[config.mk]
export PLATFORM = sky130hd
export DESIGN_NAME = day_count_to_calendar_date_unit
export DESIGN_NICKNAME = d
export VERILOG_FILES = /design/src/rtl/dcd_pkg.sv /design/src/rtl/day_count_to_calendar_date_unit.sv /design/src/rtl/dcd_month_len.sv
export SDC_FILE = /design/constraint.sdc
export NUM_CORES = 1
export LEC_CHECK = 0
export ABC_AREA = 1
export BUFFER_PORTS_ARGS = -buffer_cell sky130_fd_sc_hd__buf_2
export CAP_MARGIN = 20
export CELL_PAD_IN_SITES_DETAIL_PLACEMENT = 1
export CELL_PAD_IN_SITES_GLOBAL_PLACEMENT = 2
export CORE_MARGIN = 4
export CORE_UTILIZATION = 36
export DETAILED_ROUTE_END_ITERATION = 6
export GPL_TIMING_DRIVEN = 0
export PLACE_DENSITY_LB_ADDON = 0.2
export SYNTH_ARGS = -nofsm -noshare
export SYNTH_HDL_FRONTEND = slang
export SYNTH_SLANG_ARGS = --single-unit
[constraint.sdc]
create_clock -name clk -period 4.3 [get_ports clk]
set_input_delay 0.43 -clock clk [delete_from_list [all_inputs] [get_ports clk]]
set_output_delay 0.43 -clock clk [all_outputs]
set_load 0.01 [all_outputs]
[src/rtl/dcd_pkg.sv]
// ----------------------------------------------------------------------------
// dcd_pkg
// Shared types, constants and the control store of the day count to calendar
// date unit.
// ----------------------------------------------------------------------------
package dcd_pkg;

  localparam int YEAR_W  = 14;
  localparam int MONTH_W = 4;
  localparam int DAY_W   = 5;
  localparam int NUM_W   = 16;
  localparam int POS_W   = NUM_W + 1;
  localparam int REM_W   = 7;
  localparam int IDX_W   = 2;
  localparam int DATA_W  = YEAR_W;

  localparam logic [YEAR_W-1:0]  YEAR_MAX     = 14'd16383;
  localparam logic [YEAR_W-1:0]  YEAR_RESET   = 14'd2014;
  localparam logic [YEAR_W-1:0]  CENTURY      = 14'd100;
  localparam logic [REM_W-1:0]   CENTURY_LAST = 7'd99;

  localparam logic [MONTH_W-1:0] MONTH_JAN = 4'd1;
  localparam logic [MONTH_W-1:0] MONTH_FEB = 4'd2;
  localparam logic [MONTH_W-1:0] MONTH_APR = 4'd4;
  localparam logic [MONTH_W-1:0] MONTH_JUN = 4'd6;
  localparam logic [MONTH_W-1:0] MONTH_SEP = 4'd9;
  localparam logic [MONTH_W-1:0] MONTH_NOV = 4'd11;
  localparam logic [MONTH_W-1:0] MONTH_DEC = 4'd12;
  localparam logic [MONTH_W-1:0] MONTH_RESET = MONTH_APR;

  localparam logic [DAY_W-1:0] LEN_LONG   = 5'd31;
  localparam logic [DAY_W-1:0] LEN_SHORT  = 5'd30;
  localparam logic [DAY_W-1:0] LEN_FEB    = 5'd28;
  localparam logic [DAY_W-1:0] LEN_FEB_LP = 5'd29;
  localparam logic [DAY_W-1:0] DAY_RESET  = 5'd2;

  // configuration register indexes
  localparam logic [IDX_W-1:0] REG_BASE_YEAR  = 2'd0;
  localparam logic [IDX_W-1:0] REG_BASE_MONTH = 2'd1;
  localparam logic [IDX_W-1:0] REG_BASE_DAY   = 2'd2;

  // step addresses of the control program
  localparam int STEP_W = 2;
  localparam logic [STEP_W-1:0] STEP_IDLE = 2'd0;
  localparam logic [STEP_W-1:0] STEP_DIV  = 2'd1;
  localparam logic [STEP_W-1:0] STEP_WALK = 2'd2;

  typedef enum logic [1:0] {
    OP_LOAD,
    OP_DIV,
    OP_WALK
  } op_t;

  typedef enum logic [1:0] {
    COND_START,
    COND_GE_CENTURY,
    COND_WALK_END
  } cond_t;

  typedef struct packed {
    op_t               op;
    cond_t             cond;
    logic [STEP_W-1:0] jump_to;
    logic [STEP_W-1:0] fall_to;
  } ctrl_t;

  // calendar state that the month length depends on
  typedef struct packed {
    logic [MONTH_W-1:0] month;
    logic [REM_W-1:0]   year_rem100;
    logic [1:0]         century_mod4;
  } cal_t;

  function automatic ctrl_t ucode(input logic [STEP_W-1:0] step);
    ctrl_t w;
    unique case (step)
      STEP_IDLE: w = '{op: OP_LOAD, cond: COND_START,
                       jump_to: STEP_DIV, fall_to: STEP_IDLE};
      STEP_DIV:  w = '{op: OP_DIV, cond: COND_GE_CENTURY,
                       jump_to: STEP_DIV, fall_to: STEP_WALK};
      STEP_WALK: w = '{op: OP_WALK, cond: COND_WALK_END,
                       jump_to: STEP_IDLE, fall_to: STEP_WALK};
      default:   w = '{op: OP_LOAD, cond: COND_START,
                       jump_to: STEP_IDLE, fall_to: STEP_IDLE};
    endcase
    return w;
  endfunction

endpackage

[src/rtl/day_count_to_calendar_date_unit.sv]
// ----------------------------------------------------------------------------
// day_count_to_calendar_date_unit
// Gregorian date of a one-based day number counted from a configured base date.
// ----------------------------------------------------------------------------
// Usage:
//   Configure base_year, base_month and base_day through cfg_write, cfg_index
//   and cfg_data while the unit is idle. Present a day_number with start; the
//   word is taken at a rising edge where start is high and busy is low.
//   busy rises the next cycle and stays high until the result is out.
//   The result (year, month, day_of_month) appears with done high for exactly
//   one cycle; the receiver cannot stall, so it must capture it then.
// Timing:
//   A small control program steps a shared datapath. After acceptance the
//   base year is split into centuries, one subtraction of 100 per cycle,
//   then the walk advances one month per cycle until the remaining day
//   count fits the month or the walk saturates at the last year. done
//   rises in the cycle after the last walk step; busy is already low while
//   done is high, so a new word can be taken at the edge that ends the
//   done cycle.
// Reset:
//   rst (synchronous, active high) returns the program to its idle step,
//   drops any word in flight and restores the base date 2014-04-02.
// ----------------------------------------------------------------------------
module day_count_to_calendar_date_unit (
  input  logic                          clk,
  input  logic                          rst,
  input  logic                          start,
  output logic                          busy,
  input  logic [dcd_pkg::NUM_W-1:0]     day_number,
  output logic                          done,
  output logic [dcd_pkg::YEAR_W-1:0]    year,
  output logic [dcd_pkg::MONTH_W-1:0]   month,
  output logic [dcd_pkg::DAY_W-1:0]     day_of_month,
  input  logic                          cfg_write,
  input  logic [dcd_pkg::IDX_W-1:0]     cfg_index,
  input  logic [dcd_pkg::DATA_W-1:0]    cfg_data
);

  // configuration
  logic [dcd_pkg::YEAR_W-1:0]  base_year;
  logic [dcd_pkg::MONTH_W-1:0] base_month;
  logic [dcd_pkg::DAY_W-1:0]   base_day;

  // sequencer
  logic [dcd_pkg::STEP_W-1:0] step;
  logic [dcd_pkg::STEP_W-1:0] step_next;
  dcd_pkg::ctrl_t             ctrl;
  logic                       cond_hit;

  // datapath
  logic [dcd_pkg::YEAR_W-1:0]  cur_year;
  logic [dcd_pkg::YEAR_W-1:0]  year_tmp;
  logic [dcd_pkg::MONTH_W-1:0] cur_month;
  logic [dcd_pkg::POS_W-1:0]   pos;
  logic [dcd_pkg::REM_W-1:0]   rem100;
  logic [1:0]                  cent4;
  dcd_pkg::cal_t               cal;
  logic [dcd_pkg::DAY_W-1:0]   len;
  logic                        fits;
  logic                        sat;

  // sanitized load values
  logic [dcd_pkg::YEAR_W-1:0]  load_year;
  logic [dcd_pkg::MONTH_W-1:0] load_month;
  logic [dcd_pkg::DAY_W-1:0]   load_day;
  logic [dcd_pkg::NUM_W-1:0]   load_num;

  assign load_year  = (base_year == '0) ? dcd_pkg::YEAR_W'(1) : base_year;
  assign load_month = (base_month == '0) ? dcd_pkg::MONTH_JAN :
                      (base_month > dcd_pkg::MONTH_DEC) ? dcd_pkg::MONTH_DEC :
                      base_month;
  assign load_day   = (base_day == '0) ? dcd_pkg::DAY_W'(1) : base_day;
  assign load_num   = (day_number == '0) ? dcd_pkg::NUM_W'(1) : day_number;

  assign cal = '{month: cur_month, year_rem100: rem100, century_mod4: cent4};

  dcd_month_len u_month_len (
    .cal (cal),
    .len (len)
  );

  // the target day lies in this month, or the walk would pass the last year
  assign fits = (pos <= {{(dcd_pkg::POS_W-dcd_pkg::DAY_W){1'b0}}, len});
  assign sat  = !fits && (cur_month == dcd_pkg::MONTH_DEC) &&
                (cur_year == dcd_pkg::YEAR_MAX);

  // fetch the control word and resolve its jump
  assign ctrl = dcd_pkg::ucode(step);
  assign busy = (step != dcd_pkg::STEP_IDLE);

  always_comb begin
    unique case (ctrl.cond)
      dcd_pkg::COND_START:      cond_hit = start;
      dcd_pkg::COND_GE_CENTURY: cond_hit = (year_tmp >= dcd_pkg::CENTURY);
      dcd_pkg::COND_WALK_END:   cond_hit = fits || sat;
      default:                  cond_hit = 1'b0;
    endcase
    step_next = cond_hit ? ctrl.jump_to : ctrl.fall_to;
  end

  always_ff @(posedge clk) begin
    if (rst) begin
      step       <= dcd_pkg::STEP_IDLE;
      done       <= 1'b0;
      base_year  <= dcd_pkg::YEAR_RESET;
      base_month <= dcd_pkg::MONTH_RESET;
      base_day   <= dcd_pkg::DAY_RESET;
    end else begin
      step <= step_next;
      done <= 1'b0;

      if (cfg_write) begin
        case (cfg_index)
          dcd_pkg::REG_BASE_YEAR:  base_year  <= cfg_data;
          dcd_pkg::REG_BASE_MONTH: base_month <= cfg_data[dcd_pkg::MONTH_W-1:0];
          dcd_pkg::REG_BASE_DAY:   base_day   <= cfg_data[dcd_pkg::DAY_W-1:0];
          default: ;
        endcase
      end

      // strobe the result on the last walk step
      if (ctrl.op == dcd_pkg::OP_WALK && cond_hit) begin
        done <= 1'b1;
      end
    end
  end

  // datapath, driven by the current control word
  always_ff @(posedge clk) begin
    unique case (ctrl.op)
      dcd_pkg::OP_LOAD: begin
        if (cond_hit) begin
          cur_year  <= load_year;
          year_tmp  <= load_year;
          cur_month <= load_month;
          cent4     <= 2'b00;
          // day position counted from the first of the base month
          pos <= {{(dcd_pkg::POS_W-dcd_pkg::DAY_W){1'b0}}, load_day} +
                 {1'b0, load_num} - dcd_pkg::POS_W'(1);
        end
      end
      dcd_pkg::OP_DIV: begin
        // strip one century per cycle, keep the century count mod 4
        if (cond_hit) begin
          year_tmp <= year_tmp - dcd_pkg::CENTURY;
          cent4    <= cent4 + 2'b01;
        end else begin
          rem100 <= year_tmp[dcd_pkg::REM_W-1:0];
        end
      end
      dcd_pkg::OP_WALK: begin
        if (fits) begin
          year         <= cur_year;
          month        <= cur_month;
          day_of_month <= pos[dcd_pkg::DAY_W-1:0];
        end else if (sat) begin
          year         <= dcd_pkg::YEAR_MAX;
          month        <= dcd_pkg::MONTH_DEC;
          day_of_month <= dcd_pkg::LEN_LONG;
        end else begin
          // drop this month's days and advance one month
          pos <= pos - {{(dcd_pkg::POS_W-dcd_pkg::DAY_W){1'b0}}, len};
          if (cur_month == dcd_pkg::MONTH_DEC) begin
            cur_month <= dcd_pkg::MONTH_JAN;
            cur_year  <= cur_year + dcd_pkg::YEAR_W'(1);
            if (rem100 == dcd_pkg::CENTURY_LAST) begin
              rem100 <= '0;
              cent4  <= cent4 + 2'b01;
            end else begin
              rem100 <= rem100 + dcd_pkg::REM_W'(1);
            end
          end else begin
            cur_month <= cur_month + dcd_pkg::MONTH_W'(1);
          end
        end
      end
      default: ;
    endcase
  end

endmodule

[src/rtl/dcd_month_len.sv]
// ----------------------------------------------------------------------------
// dcd_month_len
// Length of the current month, with the leap rule taken from the year kept
// as a remainder modulo 100 and a century count modulo 4.
// ----------------------------------------------------------------------------
module dcd_month_len (
  input  dcd_pkg::cal_t              cal,
  output logic [dcd_pkg::DAY_W-1:0]  len
);

  logic leap;

  // the year is divisible by 4 exactly when its remainder mod 100 is
  assign leap = (cal.year_rem100 != '0) ? (cal.year_rem100[1:0] == 2'b00)
                                        : (cal.century_mod4 == 2'b00);

  always_comb begin
    case (cal.month) inside
      dcd_pkg::MONTH_FEB: len = leap ? dcd_pkg::LEN_FEB_LP : dcd_pkg::LEN_FEB;
      dcd_pkg::MONTH_APR, dcd_pkg::MONTH_JUN,
      dcd_pkg::MONTH_SEP, dcd_pkg::MONTH_NOV: len = dcd_pkg::LEN_SHORT;
      default: len = dcd_pkg::LEN_LONG;
    endcase
  end

endmodule

; Yosys cells after proc, flatten, opt, wreduce, memory -nomap -nowiden
; Index checks and enable logic that the tools add are counted.
[word_totals]
register_bits = 107
latchBits = 0
ramBits = 0
romBits = 0
in_bits = 36
output_inout_bits = 25
elab_cells = 128
n_memories = 0
[op_classes]
n_addsub = 8
mul = 0
n_div = 0
magnitude_cmp = 3
eq_ne = 23
n_shift = 0
n_mux = 48
bitwise_logic = 0
reduce_logical = 32
[ops]
columns = op, n
row1 = $mux W14, 8
row2 = $pmux W14 S2, 2
row3 = $mux W17, 3
row4 = $mux W7, 5
row5 = $pmux W17 S2, 1
row6 = $mux W4, 8
row7 = $pmux W8 S3, 1
row8 = $mux W5, 4
row9 = $add A5 B16 Y17, 1
row10 = $le A17 B5 Y1, 1
row11 = $sub A17 B1 Y17 const B, 1
row12 = $sub A17 B5 Y17, 1
row13 = $logic_not A16 Y1, 1
row14 = $mux W16, 1
row15 = $add A14 B1 Y14 const B, 1
row16 = $eq A14 B14 Y1 const B, 1
row17 = $ge A14 B7 Y1 const B, 1
row18 = $logic_not A14 Y1, 1
row19 = $mux W2, 7
row20 = $pmux W7 S2, 1
row21 = $sub A14 B7 Y14 const B, 1
row22 = $eq A4 B4 Y1 const B, 3
row23 = $logic_not A2 Y1, 6
row24 = $ne A2 B2 Y1 const B, 6
row25 = other kinds (28), 48

; Depth between registers and ports, before layout
; Gate-level depths: netlist of run 1.
[logic_depth]
depth_word = 12
ltp_mapped = 20
ltp_nobuf = 20

; By module
; A second synthesis of run 1 with hierarchy kept.
[hier_totals]
cells_unflattened = 816
area_unflattened_um2 = 6653.9
[by_module_without_submodules]
columns = module, n_inst, cells_each, area_per_inst_um2, seq_area_each_um2
row1 = day_count_to_calendar_date_unit, 1, 788, 6526.3, 2952.8
row2 = dcd_month_len, 1, 28, 127.6, 0.0

; Least setup slack after synthesis of run 1
; OpenSTA, ideal clock, no wires.
[synth_path]
path_kind = register to register
from = register cur_month[0] (netlist name)
to = register cur_month[0] (netlist name) (enable)
setup_ns = 0.406
arrival_time_ns = 3.165
required_time_ns = 3.894
setup_slack_ns = 0.729
stages_incl_launch_ff = 17
path_buffers = 0
period_less_slack_ns = 3.571
path_cell_list = edfxtp_1 -> inv_1 -> ha_1 -> nor3b_1 -> a21oi_1 -> ha_1 -> inv_1 -> nand2_1 -> nand2_1 -> nand2_2 -> nand2_4 -> nand2_4 -> nand2_4 -> nand2_2 -> nand2_4 -> o21ai_0 -> a21oi_1
[synth_via]
elab_chain_len = 12
word_cells_on_any_way = 19
classes_between = 1 x order compare / 9 x eq/ne / 3 x mux / 6 x reduce/logical
[synth_lines]
columns = element, line_no
row1 = start: declaration, day_count_to_calendar_date_unit.sv:53  ; logic [dcd_pkg::MONTH_W-1:0] cur_month;
row2 = start signal: assignment, day_count_to_calendar_date_unit.sv:135  ; cur_month <= load_month;
row3 = start signal: assignment, day_count_to_calendar_date_unit.sv:164  ; cur_month <= dcd_pkg::MONTH_JAN;
row4 = start signal: assignment, day_count_to_calendar_date_unit.sv:173  ; cur_month <= cur_month + dcd_pkg::MONTH_W'(1);
row5 = $eq A4 B4 Y1 (no source line) / $eq A4 B3 Y1 (equally long branches), -
row6 = $reduce_or A4 Y1, dcd_month_len.sv:18  ; case (cal.month) inside
row7 = $mux W1, dcd_month_len.sv:18
row8 = $mux W5, dcd_month_len.sv:18
row9 = $le A17 B5 Y1, day_count_to_calendar_date_unit.sv:83  ; assign fits = (pos <= {{(dcd_pkg::POS_W-dcd_pkg::DAY_W){1'b0}}, len});
row10 = $logic_not A1 Y1, day_count_to_calendar_date_unit.sv:84  ; assign sat = !fits && (cur_month == dcd_pkg::MONTH_DEC) &&
row11 = $logic_and A1 B1 Y1 (2 in a row), day_count_to_calendar_date_unit.sv:84
row12 = $logic_or A1 B1 Y1, day_count_to_calendar_date_unit.sv:95  ; dcd_pkg::COND_WALK_END: cond_hit = fits || sat;
row13 = $pmux W1 S3, day_count_to_calendar_date_unit.sv:92  ; unique case (ctrl.cond)
row14 = $ne A2 B2 Y1 (no source line), -
row15 = $reduce_and A4 Y1 (no source line) (*), -
; Mark *: on every way between the ends. The rest lies on a longest branch, timed or not.
; A chain may end at the register's enable or synchronous reset.

; Final worst setup path of run 1
[layout_path]
from = register cur_month[0] (netlist name)
to = register year_tmp[8] (netlist name) (enable)
[layout_via]
elab_chain_len = 12
word_cells_on_any_way = 18
classes_between = 1 x order compare / 8 x eq/ne / 3 x mux / 6 x reduce/logical
[layout_lines]
columns = element, line_no
row1 = $eq A4 B4 Y1 (no source line) / $eq A4 B3 Y1 (equally long branches), -
row2 = $reduce_or A4 Y1, dcd_month_len.sv:18
row3 = $mux W1, dcd_month_len.sv:18
row4 = $mux W5, dcd_month_len.sv:18
row5 = $le A17 B5 Y1, day_count_to_calendar_date_unit.sv:83
row6 = $logic_not A1 Y1, day_count_to_calendar_date_unit.sv:84
row7 = $logic_and A1 B1 Y1 (2 in a row), day_count_to_calendar_date_unit.sv:84
row8 = $logic_or A1 B1 Y1 (*), day_count_to_calendar_date_unit.sv:95
row9 = $pmux W1 S3 (*), day_count_to_calendar_date_unit.sv:92
row10 = $ne A2 B2 Y1 (no source line), -
row11 = $reduce_and A3 Y1 (no source line) (*), -
row12 = end signal: assignment, day_count_to_calendar_date_unit.sv:134  ; year_tmp <= load_year;
row13 = end signal: assignment, day_count_to_calendar_date_unit.sv:145  ; year_tmp <= year_tmp - dcd_pkg::CENTURY;
row14 = end: declaration, day_count_to_calendar_date_unit.sv:52  ; logic [dcd_pkg::YEAR_W-1:0] year_tmp;
; Marked as above.

==> summary.md, run 1 <==
| Metric | Value |
|---|---|
| Status | `complete, no violations` |
| CP Launch Type | `flop` |
| Pwr/cell area | `about 530 mW/mm²` |
| CP most frequent cell | `nand2_4` |
| Combinational share of power | `a little over a third` |
| Seq/Total Area, Yosys | `45.0%` |
| Pwr Total | `3.94 mW` |
| Residual DRC | `0` |
| Number of synthesized flops with an enable pin | `81` |
| CP endpoint | `year_tmp[8]` |
| Ys async rst share | `0%` |
| Adder-cell share of the synthesized area | `8.43%` |
| FF-to-FF End | `year_tmp[8]` |
| Worst EP arrival | `roughly 3.7 ns` |
| Final slew viol count | `0` |
| Post-CTS Resized | `0` |
| DRT antenna net count | `0` |
| Die area | `a little over 0.02 mm²` |
| Fin cells | `1,120` |
| Setup ws final | `0.710 ns` |
| CP startpoint | `cur_month[0]` |
| Starting Density | `36.5%` |
| RSZ-0062 raised after global routing | `no` |
| Critical Path End Type | `flop` |
| Worst Skew | `0.0159 ns` |
| Final setup violation count | `0` |
| Mux share of post-synthesis cell area | `less than 1%` |
| Final WL | `18,400 µm` |
| Crit Path Max Fanout | `10` |
| Syn Inst Count | `about 810` |
| CTS Buf Count | `9` |
| Leakage | `3.51 nW` |
| Synth Area in XOR/XNOR | `2.13%` |
| Fillers | `2,226` |
| Critical R2R Launch | `cur_month[0]` |
| Min-Delay Path Class | `in -> reg` |
| First-pass detailed-route iteration total | `5` |
| Ports | `slightly above 60` |
| Slowest stage cell on the critical path | `nor3b_1` |
| Antenna violations before repair | `0` |
| Worst-Margin Slew | `0.829 ns` |
| Synth top area cells | `edfxtp_1 (37%), nand2_1 (10%), dfxtp_1 (7.9%), ha_1 (7.8%), inv_1 (7.1%)` |
| WL per Instance | `16.4 µm` |
| Share of cells above drive strength 1 | `between 10 and 15%` |
| Area delta synth->final | `14.4%` |
| Clk slew on worst S/H paths | `0.08 ns` |
| Cell Area, Synth | `0.00656 mm²` |
| Clock Sink Count | `about 110` |
| Sw Pwr | `1.55 mW` |
| Ant diodes | `0` |
| Placed Cells incl. Taps | `1,104` |
| Final min period | `3.59 ns` |
| Synth area leader | `edfxtp_1` |
| F_max | `279 MHz` |
| TritonCTS clock tree | `built` |
| Compound-Gate Fraction of Synth Area | `approximately 11%` |
| VDD IR max | `~0.27 mV` |
| Synth Area per Inst | `8.08 µm²` |
| Root Driver | `clkbuf_16` |
| R2R Setup Slk | `0.71 ns` |
| Pre-CTS WS | `0.547 ns` |
| Int Power | `between 2 and 2.5 mW` |
| Port-buffer cells | `60` |
| Gr usage total | `18.8%` |
| Iter 0 DRT Violations | `380` |
| Synth warn | `0` |
| H-tree levels | `3` |
| Fin nets | `about 970` |
| Slowest Stage Delay on Critical Path | `0.49 ns` |
| Largest family of logic cells by synthesized area | `simple AND/OR/NAND/NOR gates` |
| Req. time, crit path | `4.38 ns` |
| Top-area cell type share of the netlist area | `a little under two fifths` |
| Seq pwr share | `42.8%` |
| Chip Height | `143 µm` |
| Synth unique cells | `39` |
| Clock Power Share | `22.5%` |
| Vias | `5,665` |
| Final period util | `~83%` |
| Kind of critical path | `reg -> reg` |
| CTS Buffer Depth | `2` |
| Prevailing post-synth register cell | `edfxtp_1` |
| GR Overflow Total | `0` |
| Fin. Hold Viols | `0` |
| Worst slew margin | `between 40% and 50%` |
| Final RePlAce weighted congestion | `just over 0.8` |
| Postcts setup bufs | `0` |
| # rows | `49` |
| Via density | `between 5 and 6` |
| Largest net degree at the start of global routing | `24` |
| DP HPWL | `14,800 µm` |
| Critical path cell sequence | `inv_1 > ha_1 > nor3b_1 > a21oi_1 > ha_1 > nand2_1 > nor2_1 > nand2_1 > nand2_4 > nand2_4 > nand2_2 > nand2_4 > nand2_4 > nand2_4 > a21oi_1 > buf_4` |
| Vias in the first global route | `5,976` |
| R2R depth | `16` |
| Core area | `0.0180 mm²` |
| Max-Cap Viols | `0` |
| CTS hold repair buffers | `0` |
| Skew-Pair Late Insertion Delay | `roughly 0.36 ns` |
| Final Hold Slack | `approximately 0.25 ns` |
| Final core utilization | `41.8%` |
| Post-Syn Nets | `891` |
| Chip width | `143 µm` |
| Number of synthesized register bits | `107` |
| Switching Fraction | `39.2%` |
| First-pass GRT wire length | `approximately 30,000 µm` |
| Post-Synth Simple-Gate Area | `between 20% and 30%` |
## registers in the layout, summed over array words and instances (netlist names)
| register | cells |
|---|---|
| year | 14 |
| base_month | 4 |
| cent4 | 2 |
| base_day | 5 |
| base_year | 14 |
| pos | 17 |
| step | 2 |
| day_of_month | 5 |
| rem100 | 7 |
| cur_month | 4 |
| month | 4 |
| year_tmp | 14 |
| cur_year | 14 |
| done | 1 |
## worst min-delay path by stage
stage | startpoint | endpoint | depth (start not counted)
after global placement | base_day[0] | base_day[0] | 2
final | rst | step[1] | 2
after global routing | rst | step[1] | 2
after CTS | rst | step[1] | 2
after floorplan | base_day[0] | base_day[0] | 2
after detailed placement | base_day[0] | base_day[0] | 2
## worst max-delay path: cells and delay by family (launching register included)
family / cells / cell delay (ns)
AO/OA/AOI/OAI: 2 / 0.64
adder cells (fa/ha/maj): 2 / 0.50
buffers and inverters: 2 / 0.47
flip-flops: 1 / 0.44
AND/OR/NAND/NOR: 10 / 1.24
## logic make-up after synthesis
family,after synthesis
flops,107
xor+xnor,16
fa+ha+maj,43
simple gates,372
mux,1
buf+inv,142
compound gates,131
## final cells by class
type	count	area (µm²)	area share [%]
clock inverter	6	71.3	0.950
tap	229	287	3.82
buffer	18	75.1	1.00
inverter	124	465	6.20
multi-input combinational	563	3070	41.0
clock buffer	10	250	3.33
sequential	107	2950	39.3
timing repair buffer	63	330	4.40
## per-stage QoR
step	area, µm²	TNS (ns)
2_1_floorplan	6560	0
3_3_place_gp	7150	-4.45
3_5_place_dp	7180	0
4_1_cts	7510	0
5_1_grt	7510	0
6_report	7510	0
## placed cells by master (no fill, tap or decap), types with 2 or more instances in the layout
cell / Yosys / routed
nand2_4: 6 / 6
xor2_1: 13 / 13
inv_1: 124 / 124
ha_1: 41 / 41
o22ai_1: 10 / 10
xnor2_1: 3 / 3
nor2_1: 80 / 80
or2_2: 9 / 9
nand3b_1: 3 / 3
a21oi_1: 39 / 38
buf_2: 3 / 63
nor2_2: 4 / 4
a21o_1: 2 / 2
inv_6: 0 / 2
nand3_1: 59 / 59
a31oi_1: 8 / 8
nor3_1: 10 / 10
edfxtp_1: 81 / 81
a22oi_1: 2 / 2
clkbuf_1: 13 / 13
nor2_4: 2 / 2
nand4_1: 13 / 13
o211ai_1: 8 / 8
nand2_1: 178 / 178
buf_4: 1 / 3
dfxtp_1: 26 / 26
clkbuf_16: 0 / 10
o21ai_0: 56 / 56
nand2_2: 4 / 4
fa_1: 2 / 2
nor4_1: 2 / 2
## synth_stat cells, types with 2 or more instances
cell,number
a21o_1,2
a21oi_1,39
a22oi_1,2
a31oi_1,8
buf_2,3
clkbuf_1,13
dfxtp_1,26
edfxtp_1,81
fa_1,2
ha_1,41
inv_1,124
nand2_1,178
nand2_2,4
nand2_4,6
nand3_1,59
nand3b_1,3
nand4_1,13
nor2_1,80
nor2_2,4
nor2_4,2
nor3_1,10
nor4_1,2
o211ai_1,8
o21ai_0,56
o22ai_1,10
or2_2,9
xnor2_1,3
xor2_1,13
## routing by layer
metal | global-route usage, % | up-vias | part of all wire (%)
met1 | 28.0 | 2700 | 52
met5 | 0 | - | 0
met2 | 28.6 | 97 | 42
met3 | 3.65 | 16 | 4.6
li1 | - | 2852 | -
met4 | 3.75 | 0 | 1.1
## power groups by stage
| stage | sequential (mW) | combinational (mW) | clock, mW |
|---|---|---|---|
| after floorplan | 1.65 | 0.958 | 0 |
| after global placement | 1.70 | 1.29 | 0 |
| after detailed placement | 1.71 | 1.36 | 0 |
| after CTS | 1.69 | 1.38 | 0.907 |
| after global routing | 1.72 | 1.58 | 0.953 |
| final | 1.69 | 1.37 | 0.887 |
Note: power is estimated with default switching activity, not from simulation.
==> run 2, diff against run 1 <==
- clock period: 4.3 -> 3.5 ns (I/O delays scaled with it)
==> summary.md, run 2 (synthesis results as in run 1) <==
| Metric | Value |
|---|---|
| Status | `complete, no violations` |
| H-tree levels | `3 (unchanged)` |
| FF/Latch Area | `0.00295 mm² (unchanged)` |
| Via density | `4.99 (-1.3%)` |
| Final min period | `3.31 ns (-0.282 ns)` |
| Largest net degree at the start of global routing | `24 (unchanged)` |
| Root Driver | `clkbuf_16` |
| Max reg flops | `17 (unchanged)` |
| CP Launch Type | `flop` |
| Placed Cells incl. Taps | `1,104 (unchanged)` |
| Placed Area | `0.00718 mm² (about the same)` |
| WHS Path Cells | `2 (unchanged)` |
| Pwr Total | `4.79 mW (+21%)` |
| Largest register by flop count | `pos` |
| CTS Buffer Depth | `2 (unchanged)` |
| Clk slew on worst S/H paths | `0.08 ns (about the same)` |
| WL per Instance | `16.5 µm (+0.34%)` |
| Pwr/cell area | `638 mW/mm² (+21%)` |
| Ports | `61 (unchanged)` |
| Area of the multi-input gates | `0.00309 mm² (+0.65%)` |
| Crit Path Max Fanout | `10 (unchanged)` |
| FF-to-FF End | `cur_year[8]` |
| Kind of critical path | `reg -> reg` |
| WHS Endpoint | `step[1]` |
| Worst Skew | `0.00997 ns (-0.00592 ns)` |
| First-pass GRT wire length | `30,500 µm (+0.16%)` |
| Final slew viol count | `0 (unchanged)` |
| DP HPWL | `15,000 µm (+1.3%)` |
| Fillers | `2,224 (-0.090%)` |
| DRT antenna net count | `0 (unchanged)` |
| Final period util | `94.5% (+11 points)` |
| Chip width | `143 µm (unchanged)` |
| Leakage | `3.51 nW (about the same)` |
| Chip Height | `143 µm (unchanged)` |
| F_max | `302 MHz (+8.5%)` |
| Clock Sink Count | `107 (unchanged)` |
| R2R depth | `16 (unchanged)` |
| Final Hold Slack | `0.166 ns (-0.0821 ns)` |
| Vias in the first global route | `5,977 (+0.017%)` |
| Final RePlAce weighted congestion | `0.829 (+0.34%)` |
| Starting Density | `36.5% (unchanged)` |
| Most common cell after layout, fill and taps aside | `nand2_1` |
| Iter 0 DRT Violations | `306 (-19%)` |
| Min-Delay Path Class | `in -> reg` |
| Most frequent cells in the layout | `nand2_1 (178), inv_1 (124), edfxtp_1 (81)` |
| Fin cells | `1,124 (+0.36%)` |
| TritonCTS clock tree | `built` |
| RSZ-0062 raised after global routing | `yes` |
| Final WL | `18,500 µm (+0.70%)` |
| Final Cell Area | `0.00750 mm² (about the same)` |
| Die area | `0.0205 mm² (unchanged)` |
| Max-Cap Viols | `0 (unchanged)` |
| Critical Path End Type | `flop` |
| Skew-Pair Late Insertion Delay | `0.35 ns (about the same)` |
| Area delta synth->final | `14.3% (about the same)` |
| Final TNS setup | `0 ns (unchanged)` |
| Worst Hold Launch | `rst` |
| Residual DRC | `0 (unchanged)` |
| Worst-Margin Slew | `0.826 ns (-0.00277 ns)` |
| Ant diodes | `0 (unchanged)` |
| Core area | `0.0180 mm² (unchanged)` |
| Vias | `5,611 (-0.95%)` |
| R2R Setup Slk | `0.19 ns (-0.52 ns)` |
| CTS Buf Count | `9 (unchanged)` |
| Fin. Hold Viols | `0 (unchanged)` |
| CTS hold repair buffers | `0 (unchanged)` |
| Port-buffer cells | `60 (unchanged)` |
| Worst slew margin | `44.9% (+0.19 points)` |
| Req. time, crit path | `3.55 ns (-0.83 ns)` |
| Gr usage total | `18.7% (-0.075 points)` |
| Final setup violation count | `0 (unchanged)` |
| # rows | `49 (unchanged)` |
| Antenna violations before repair | `0 (unchanged)` |
| Fin nets | `969 (+0.41%)` |
| Worst EP arrival | `3.36 ns (-0.31 ns)` |
| Share of cells above drive strength 1 | `12.8% (+0.62 points)` |
| VDD IR max | `0.271 mV (+0.69%)` |
| GR Overflow Total | `0 (unchanged)` |
| First-pass detailed-route iteration total | `4 (-1)` |
| Critical R2R Launch | `cur_month[0]` |
## run 2: per-stage QoR
| stage | util [%] | worst slack [ns] |
|---|---|---|
| detailed placement | 40.0 | -0.302 |
| floorplan | - | 0.285 |
| global route | 41.8 | -0.0892 |
| global placement | 39.8 | -0.504 |
| finish | 41.8 | 0.192 |
| CTS | 41.6 | 0.0371 |
## run 2: final cells by class
cell class / count / share of cell area (%)
multi-input combinational: 563 / 41.2
sequential: 107 / 39.4
buffer: 18 / 1.00
tap: 229 / 3.82
clock buffer: 12 / 3.30
clock inverter: 4 / 0.333
inverter: 124 / 6.20
timing repair buffer: 67 / 4.75
## run 2: worst max path at each step
stage	start	to	cells after the start
4_1_cts	rem100[2]	pos[8]	16
3_3_place_gp	cur_month[0]	cur_year[6]	15
5_1_grt	cur_month[0]	cur_year[8]	16
3_5_place_dp	cur_month[0]	pos[12]	17
2_1_floorplan	cur_month[0]	cur_year[0]	15
6_report	cur_month[0]	cur_year[8]	16
## run 2: metal layers
layer  global-route usage (%)  vias to the layer above  share of wire [%]
met4                     4.45                        0               0.85
met2                     29.2                       80                 44
li1                         -                     2856                  -
met3                     2.18                        9                3.5
met1                     28.0                     2666                 52
met5                        0                        -                  0
## run 2: critical path, stage by stage (launching register included)
cell and delay, ns:
edfxtp_1 0.46, inv_1 0.21, ha_1 0.19, nor3b_2 0.30, a21oi_1 0.13, ha_1 0.31
nand2_1 0.06, nor2_1 0.09, nand2_1 0.09, nand2_4 0.08, nand2_4 0.08, nand2_2 0.10
nand2_4 0.10, nand2_4 0.09, nand2_4 0.09, a21oi_2 0.36, buf_4 0.26
## run 2: timing repair
item / CTS / global route
gates cloned: 0 / 0
buffers inserted: 0 / 4
endpoints found under the setup margin: 42 / 60
resized for setup: 4 / 1
## run 2: power by group
group | leakage [nW] | internal [mW] | switching, mW | total [mW]
Clock | 0.140 | 0.507 | 0.464 | 0.971
Sequential | 1.02 | 1.82 | 0.251 | 2.07
Combinational | 2.35 | 0.588 | 1.16 | 1.75
==> run 3, diff against run 2 <==
- ABC_AREA: 1 -> default
- CORE_UTILIZATION: 36 -> 38
- clock period: 3.5 -> 3.36 ns (I/O delays scaled with it)
==> summary.md, run 3 <==
| Metric | Value |
|---|---|
| Number of synthesized register bits | `107 (unchanged)` |
| Cell Area, Synth | `0.00646 mm² (-1.5%)` |
| Synth cell count leaders | `edfxtp_1 (81), nor2_1 (69), inv_1 (56), a21oi_1 (50), ha_1 (41)` |
| CP most frequent cell | `a21oi_1` |
| Ant diodes | `0 (unchanged)` |
| Area of the multi-input gates | `0.00338 mm² (+9.1%)` |
| Prevailing post-synth register cell | `edfxtp_1` |
| Synth top area cells | `edfxtp_1 (38%), dfxtp_1 (8.1%), ha_1 (7.9%), nor2_1 (4.0%), a21oi_1 (3.9%)` |
| Syn Inst Count | `657 (-19%)` |
| CTS Buf Count | `9 (unchanged)` |
| Die area | `0.0192 mm² (-6.3%)` |
| Residual DRC | `0 (unchanged)` |
| Worst EP arrival | `3.34 ns (-0.02 ns)` |
| FF/Latch Area | `0.00295 mm² (unchanged)` |
| Ys async rst share | `0% (unchanged)` |
| Clock Sink Count | `107 (unchanged)` |
| Delay-heaviest family, CP | `compound AO/OA/AOI/OAI gates` |
| Starting Density | `38.8% (+2.3 points)` |
| CP Launch Type | `flop` |
| Top-area cell type share of the netlist area | `37.6% (+0.57 points)` |
| Fin nets | `827 (-15%)` |
| Skew-Pair Late Insertion Delay | `0.35 ns (about the same)` |
| Max-Cap Viols | `0 (unchanged)` |
| First-pass detailed-route iteration total | `4 (unchanged)` |
| Final min period | `3.27 ns (-0.0386 ns)` |
| Seq/Total Area, Yosys | `45.7% (+0.69 points)` |
| Chip Height | `138 µm (-3.2%)` |
| Largest net degree at the start of global routing | `27 (+13%)` |
| Chip width | `138 µm (-3.2%)` |
| Synth area leader | `edfxtp_1` |
| Post-Syn Nets | `736 (-17%)` |
| Antenna violations before repair | `0 (unchanged)` |
| Critical path cell sequence | `or3_4 > o41ai_4 > nand2_1 > a21oi_1 > a21oi_1 > ha_1 > and3_1 > o2111ai_4 > nand2_2 > o21a_2 > a211oi_4 > buf_12` |
| Min-Delay Path Class | `in -> reg` |
| Final WL | `17,200 µm (-7.0%)` |
| Final slew viol count | `0 (unchanged)` |
| Worst slew margin | `36.9% (-7.9 points)` |
| Status | `complete, no violations` |
| Number of synthesized flops with an enable pin | `81 (unchanged)` |
| Pwr Total | `4.87 mW (+1.7%)` |
| Synth Area per Inst | `9.84 µm² (+22%)` |
| # rows | `47 (-4.1%)` |
| Vias | `5,083 (-9.4%)` |
| Root Driver | `clkbuf_16` |
| Gr usage total | `17.6% (-1.1 points)` |
| Pwr/cell area | `631 mW/mm² (-1.1%)` |
| Critical Path End Type | `flop` |
| Final Cell Area | `0.00771 mm² (+2.8%)` |
| Placed Area | `0.00706 mm² (-1.7%)` |
| Final setup violation count | `0 (unchanged)` |
| CTS Buffer Depth | `2 (unchanged)` |
| Most common cell after layout, fill and taps aside | `edfxtp_1` |
| Leakage | `3.09 nW (-12%)` |
| F_max | `306 MHz (+1.2%)` |
| RSZ-0062 raised after global routing | `yes` |
| H-tree levels | `3 (unchanged)` |
| Port-buffer cells | `59 (-1.7%)` |
| Max reg flops | `17 (unchanged)` |
| Via density | `5.22 (+4.6%)` |
| Synth unique cells | `63 (+62%)` |
| Synth warn | `0 (unchanged)` |
| Kind of critical path | `reg -> reg` |
| Worst Skew | `0.00859 ns (-0.00137 ns)` |
| Slowest stage cell on the critical path | `edfxtp_1` |
| DRT antenna net count | `0 (unchanged)` |
| GR Overflow Total | `0 (unchanged)` |
| Iter 0 DRT Violations | `299 (-2.3%)` |
| VDD IR max | `0.319 mV (+17%)` |
| Req. time, crit path | `3.43 ns (-0.12 ns)` |
| WL per Instance | `17.7 µm (+7.4%)` |
| Clk slew on worst S/H paths | `0.07 ns (about the same)` |
| First-pass GRT wire length | `27,400 µm (-10%)` |
| Most frequent cells in the layout | `edfxtp_1 (81), nor2_1 (67), buf_2 (61)` |
| Vias in the first global route | `5,320 (-11%)` |
| TritonCTS clock tree | `built` |
| Area delta synth->final | `19.3%` |
| DP HPWL | `13,100 µm (-12%)` |
| Final period util | `97.3% (+2.8 points)` |
| Most frequent cell after synthesis | `edfxtp_1` |
| Fillers | `1,923 (-14%)` |
| Buf/Inv on CP | `1 (-1)` |
| Share of cells above drive strength 1 | `20.1% (+7.2 points)` |
| Crit Path Max Fanout | `7 (-3)` |
| Worst-Margin Slew | `0.939 ns (+0.113 ns)` |
| Final RePlAce weighted congestion | `0.841 (+1.5%)` |
| Ports | `61 (unchanged)` |
| Core area | `0.0166 mm² (-7.4%)` |
| Largest register by flop count | `pos` |
| Slowest Stage Delay on Critical Path | `0.43 ns (-0.03 ns)` |
| Fin. Hold Viols | `0 (unchanged)` |
-- run 3: changes by cell type after synthesis, sizes merged, moves of 14 or more --
cell | before | now
inv | 124 | 57
mux2i | 1 | 15
nand2 | 188 | 36
nand2b | 0 | 14
nand3 | 59 | 15
nor2 | 86 | 69
nor2b | 0 | 18
o21ai | 56 | 25
xnor2 | 3 | 26
-- run 3: kinds of logic (layout without fill, tap and decap cells) --
family	count (synthesis)	count (layout)	share of synthesized area [%]
simple gates	224	225	17.9
compound gates	133	133	13.2
flops	107	107	45.7
buf+inv	80	175	4.68
xor+xnor	50	50	6.77
fa+ha+maj	43	43	8.55
mux	20	20	3.19
-- run 3: path summary, 6_finish.rpt --
path                    start           end  slack [ns]  depth (start not counted)
setup reg to reg    rem100[2]     rem100[4]        0.09                         12
setup / recovery    rem100[2]     rem100[4]        0.09                         12
hold reg to reg   base_day[3]   base_day[3]        0.50                          2
hold / removal    cfg_data[6]  base_year[6]        0.19                          2
-- run 3: worst register-to-register path, cell delays in order, from the launching register on --
cell and delay (ns):
edfxtp_1 0.43, or3_4 0.42, o41ai_4 0.27, nand2_1 0.10
a21oi_1 0.14, a21oi_1 0.09, ha_1 0.31, and3_1 0.20
o2111ai_4 0.24, nand2_2 0.13, o21a_2 0.26, a211oi_4 0.25
buf_12 0.16
-- run 3: area by class of cell --
type                    instances  share of cell area, %
plain buffers                  21                   1.05
clock buffers                  12                   3.47
clock inverters                 4                  0.292
inverters                      58                   2.99
multi-input cells             471                   43.8
flip-flops and latches        107                   38.3
well taps                     220                   3.57
repair buffers                 79                   6.43
repair inverters                1                  0.114
-- run 3: metrics by stage --
step	std cells	util [%]	hold WS, ns	setup slack, ns	TNS, ns
finish	973	46.3	0.193	0.0910	0
global route	973	46.3	0.188	-0.0573	-0.830
CTS	965	45.6	0.179	0.0115	0
detailed placement	936	42.4	0.489	-1.10	-77.67
global placement	936	42.4	0.484	-0.980	-63.59
floorplan	657	-	0.454	0.0780	0
-- run 3: layer usage --
layer,vias to the layer above,GRT usage [%],part of all wire [%]
met5,-,0,0
met3,13,2.76,4.0
met4,0,6.24,1.3
met2,100,26.6,44
met1,2453,25.8,51
li1,2517,-,-
-- run 3: what timing repair did --
action / 4_1_cts / 5_1_grt
buffers inserted: 12 / 8
pin swaps: 5 / 6
endpoints found under the setup margin: 108 / 58
hold buffers: 0 / 0
resized for setup: 18 / 10
gates cloned: 1 / 1
-- run 3: power breakdown --
group          total (mW)  switching [mW]  internal (mW)
combinational        1.72           0.988          0.735
sequential           2.10           0.268           1.83
clock                1.04           0.476          0.567
total                4.87            1.73           3.14
